==> src/design/clpl_pkg.sv <==
// ----------------------------------------------------------------------------
// clpl_pkg
// Shared types and constants for the cumulative length paragraph lookup.
// ----------------------------------------------------------------------------
package clpl_pkg;

   // Default table depth
   localparam int CLPL_MAX_PARAGRAPHS_DEFAULT = 4096;

   // Field widths
   localparam int CLPL_CNT_W   = 13;
   localparam int CLPL_VAL_W   = 31;
   localparam int CLPL_IDX_W   = 16;
   localparam int CLPL_PIDX_W  = 13;
   localparam int CLPL_CSR_AW  = 3;
   localparam int CLPL_CSR_DW  = 32;

   // Register select (word address bit of the configuration port)
   localparam logic CSR_SEL_COUNT = 1'b0;
   localparam logic CSR_SEL_SIZE  = 1'b1;

   // Request codes
   typedef enum logic [1:0] {
      REQ_WRITE  = 2'd0,
      REQ_LOOKUP = 2'd1,
      REQ_FIND   = 2'd2
   } req_code_type;

   // Search engine states
   typedef enum logic [2:0] {
      ST_IDLE,
      ST_WRITE,
      ST_LREAD,
      ST_LWAIT,
      ST_SCHECK,
      ST_SCMP,
      ST_RESULT
   } state_type;

   // Configuration seen by the engine
   typedef struct packed {
      logic [CLPL_CNT_W-1:0] count;
      logic [CLPL_CNT_W-1:0] size;
   } cfg_type;

endpackage

==> src/design/clpl_csr.sv <==
// ----------------------------------------------------------------------------
// clpl_csr
// Configuration registers: paragraph count and table size.
// ----------------------------------------------------------------------------
module clpl_csr
   import clpl_pkg::*;
(
   input  logic                   clock,
   input  logic                   reset,
   input  logic                   csr_psel,
   input  logic                   csr_penable,
   input  logic                   csr_pwrite,
   input  logic [CLPL_CSR_AW-1:0] csr_paddr,
   input  logic [CLPL_CSR_DW-1:0] csr_pwdata,
   output logic [CLPL_CSR_DW-1:0] csr_prdata,
   output logic                   csr_pready,
   output cfg_type                cfg
);

   cfg_type cfg_ff;
   logic    wr_en;

   assign csr_pready = 1'b1;
   assign wr_en      = csr_psel & csr_penable & csr_pwrite & csr_pready;

   // Take register writes
   always_ff @(posedge clock) begin
      if (reset) begin
         cfg_ff <= '0;
      end else if (wr_en) begin
         unique case (csr_paddr[2])
            CSR_SEL_COUNT: cfg_ff.count <= csr_pwdata[CLPL_CNT_W-1:0];
            CSR_SEL_SIZE:  cfg_ff.size  <= csr_pwdata[CLPL_CNT_W-1:0];
            default: ;
         endcase
      end
   end

   // Read back
   always_comb begin
      unique case (csr_paddr[2])
         CSR_SEL_COUNT: csr_prdata = CLPL_CSR_DW'(cfg_ff.count);
         CSR_SEL_SIZE:  csr_prdata = CLPL_CSR_DW'(cfg_ff.size);
         default:       csr_prdata = '0;
      endcase
   end

   assign cfg = cfg_ff;

endmodule

==> config.mk <==
export PLATFORM = sky130hd
export DESIGN_NAME = clpl_csr
export DESIGN_NICKNAME = d
export VERILOG_FILES = /design/src/design/clpl_pkg.sv /design/src/design/clpl_csr.sv
export SDC_FILE = /design/constraint.sdc
export NUM_CORES = 1
export LEC_CHECK = 0
export BUFFER_PORTS_ARGS = -buffer_cell sky130_fd_sc_hd__buf_4
export CELL_PAD_IN_SITES_DETAIL_PLACEMENT = 0
export CELL_PAD_IN_SITES_GLOBAL_PLACEMENT = 2
export CORE_ASPECT_RATIO = 0.9
export CORE_MARGIN = 3
export CORE_UTILIZATION = 20
export CTS_CLUSTER_SIZE = 8
export DETAILED_ROUTE_END_ITERATION = 10
export PLACE_DENSITY_LB_ADDON = 0.3
export SLEW_MARGIN = 5
export SYNTH_ARGS = -nofsm -noshare
export SYNTH_HDL_FRONTEND = slang
export SYNTH_SLANG_ARGS = --single-unit
==> constraint.sdc <==
create_clock -name clock -period 1.5 [get_ports clock]
set_clock_uncertainty 0.05 [all_clocks]
set_input_delay 0.45 -clock clock [delete_from_list [all_inputs] [get_ports clock]]
set_output_delay 0.45 -clock clock [all_outputs]
set_load 0.005 [all_outputs]
# Word-level counts from Yosys, hierarchy flattened

Index checks and enable logic that the tools add are counted.

Flip-flop bits (word level): 26
Bits of input ports: 40
Output and inout port bits: 59
Word-level logic and storage cells: 8

Multiplexer cells: 1
Bitwise operators: 3
Reduce and logical (&&, ||, !) cells: 2

Operators with widths:

| operator                            | count |
|---|---|
| 32-bit case mux with 2 select lines | 1 |
| 2-bit AND reduction                 | 2 |
| 1-bit AND                           | 2 |
| 1-bit inverter                      | 1 |

# Longest topological paths before layout

Depth in word-level cells: 3
Gate-level depth with buffers: 4
Depth with buffers taken out: 2

# Worst setup path before layout

OpenSTA, ideal clock, no wires.

Kind: input to output
From: input csr_paddr[2]
To: output csr_prdata[11]
Arrival: 1.051 ns
Required time: 1.000 ns
Slack: -0.051 ns
Stages: 3
Buffers on the path: 2
Path through: buf_6 -> buf_4 -> mux2_2

Cells in the longest elaborated chain, start to end: 2

Ends and longest elaborated chain:

| element                               | line           | RTL |
|---|---|---|
| start: declaration                    | clpl_csr.sv:13 | `input logic [CLPL_CSR_AW-1:0] csr_paddr,` |
| 1-bit inverter                        | -              |  |
| 32-bit case mux with 2 select lines * | clpl_csr.sv:41 | `unique case (csr_paddr[2])` |
| end: declaration                      | clpl_csr.sv:15 | `output logic [CLPL_CSR_DW-1:0] csr_prdata,` |

Mark *: on every way between the ends. The rest lies on a longest branch, timed or not. The select of a mux whose other input is x is not followed.

# Worst setup path in the final report

From: input csr_paddr[2]
To: output csr_prdata[8]

The elaborated chain is that of the path after synthesis.

==> flow_summary.toml <==
[setup_path]
r2r_end = "cfg[24]"
slowest_delay_ns = 0.30
path_max_fanout = 8
critPathCaptureType = "output pin"
worstRegToRegCells = 3
crit_family = "multiplexers"
worstSetupStartpointType = "input port"
worstPathArrival_ns = 1.00
worst_r2r_startpoint = "cfg[24]"
crit_chain = "buf_16, mux2_4, buf_6"
r2r_slack_ns = 0.76
worstSetupPathType = "in2out"
critPathRequiredTime_ns = 1.00
path_buf_inv = 2
crit_slowest_cell = "mux2_4"

[synth]
synthTopCellsByArea = "dfxtp_1, mux2i_1, nand2b_1, buf_4, mux2_2"
synth_xor_area_share_pct = 0
synth_top_cell_area_share_pct = 36.2
ys_warn_count = 0
synth_fa_ha_area_share_pct = 0
synth_area_per_cell_sq_um = 10.4
synth_cell_types = 13
synth_top_family_by_area = "multiplexers"
synth-seq-cells = 26
syn-instance-count = 138
synthMuxAreaShare_pct = 28.3
synth_area_sq_mm = 0.00144
yosysTopAreaCell = "dfxtp_1"
synth_compound_area_share_pct = 0
synthSimpleGateAreaFrac_pct = 20.8
ys_seq_area_share_pct = 36.2

[placement]
gp_congestion = 0.604
post-place-cells = 279
hpwlAfterDp_mm = 2.46
port_buffers = 57
pre_cts_ws_ns = -0.223

[finish]
diodes = 0
final_common_cell = "buf_4"
nets = 257
syn_to_final_growth_pct = 62.1
layout_common_cells = "buf_4, nand2b_1, mux2i_1, dfxtp_2, conb_1"
largest_reg_flops = 26
seqCellArea_sq_um = 553
utilization_pct = 34.5
fillers = 705
finalNonFillerCells = 306
drive_above_1_share_pct = 59.7
multi_input_area_sq_um = 830

[run_status]
status = "complete, no violations"

[route]
routed_wl_mm = 3.81
final_antenna_net_count = 0
remaining_drc_errors = 0
wire_per_inst_um = 12.5
firstDrtPassIters = 4
vias = 1138
drtIter0Drc = 6
viasPerCell = 3.72

[grt]
grt_antenna_before_repair = 0
grt_pass1_wl_mm = 5.61
track_usage_pct = 8.94
overflow = 0
grt_max_degree = 40
grt_pass1_vias = 1109

[timing]
setup_viol = 0
period_share_pct = 99.7
setup_tns_ns = 0
rsz0062_at_grt = "true"
finalHoldViolCount = 0
setup_slack_ns = 0.00417
clock.fmax_mhz = 669
layout_min_cycle_time_ns = 1.50
drv_slew = 0
timing.hold.ws_ns = 0.406

[die]
std_cell_rows = 28
core_sq_mm = 0.00676
pin_count = 99
dieArea_sq_mm = 0.00824
die_w_um = 95.4
fp.dieH_um = 86.4
initial_utilization_pct = 21.3

[clock_network]
cts_tree = "done"
clk_latency_ns = 0.27
cts_sinks = 26
ctsRootBufferMaster = "clkbuf_8"
htreeDepth = 1
cts_hold_repair.buffers = 0
cts.path.max_buffers = 2
clkTransAtPathRegs_ns = 0.10
cts_buffers = 3

[pwr]
power.density_mw_per_mm2 = 665
p_leak_nw = 1.15
vdd_drop_max_uv = 572

[min_path]
hold_depth = 3
hp-class = "in2reg"
hold_end = "cfg[1]"
hold_path_startpoint = "csr_pwdata[1]"

[run]
max-cap-violations = 0
routing by layer:
metal	track usage (%)	share of wire [%]
met4	1.94	1.1
met2	14.3	46
met5	0	0
met3	2.26	6.7
met1	12.1	46
cell type report:
cell class / count / share of cell area (%)
flip-flops and latches: 26 / 23.7
clock buffers: 3 / 1.77
repair buffers: 84 / 32.8
clock inverters: 1 / 1.29
multi-input cells: 102 / 35.6
well taps: 90 / 4.83
power by group:
group / internal [mW] / switching, mW
sequential: 0.707 / 0.00941
clock: 0.357 / 0.224
combinational: 0.156 / 0.0969
synthesized netlist by cell type:
master / count
buf_6: 2
nand2b_1: 39
nand4_2: 1
buf_4: 22
conb_1: 2
nand4b_4: 1
and4_1: 1
mux2i_1: 26
clkbuf_1: 3
and4b_1: 1
dfxtp_1: 26
mux2_2: 13
buf_2: 1
metrics by stage:
step                power, mW  area (sq um)
finish                   1.55          2330
CTS                      1.59          2310
floorplan               0.871          1510
detailed placement      0.928          1900
global placement        0.930          1900
global route             1.63          2330
worst reg2reg max path: cells and delay by family, from the launching register on:
family / cells / cell delay [ns]
flip-flops: 1 / 0.33
buffers and inverters: 1 / 0.13
AND/OR/NAND/NOR: 1 / 0.07
multiplexers: 1 / 0.06
kinds of logic after synthesis:
family / Yosys count
flip-flops: 26
buffers and inverters: 28
multiplexers: 39
other: 2
AND/OR/NAND/NOR: 43
worst max path at each step:
stage                 start        endpoint  depth (start not counted)
3_5_place_dp   csr_paddr[2]   csr_prdata[7]                          3
6_report       csr_paddr[2]   csr_prdata[8]                          3
3_3_place_gp   csr_paddr[2]   csr_prdata[7]                          3
5_1_grt             cfg[16]   csr_prdata[3]                          2
2_1_floorplan  csr_paddr[2]  csr_prdata[11]                          3
4_1_cts             cfg[16]   csr_prdata[3]                          2
timing repair:
item                       4_1_cts  5_1_grt
gates cloned                     2        0
buffers inserted                19        2
gates resized for setup         55        3
setup endpoints to repair       13       13
pin swaps                        0        0
(Power assumes the default switching activity.)
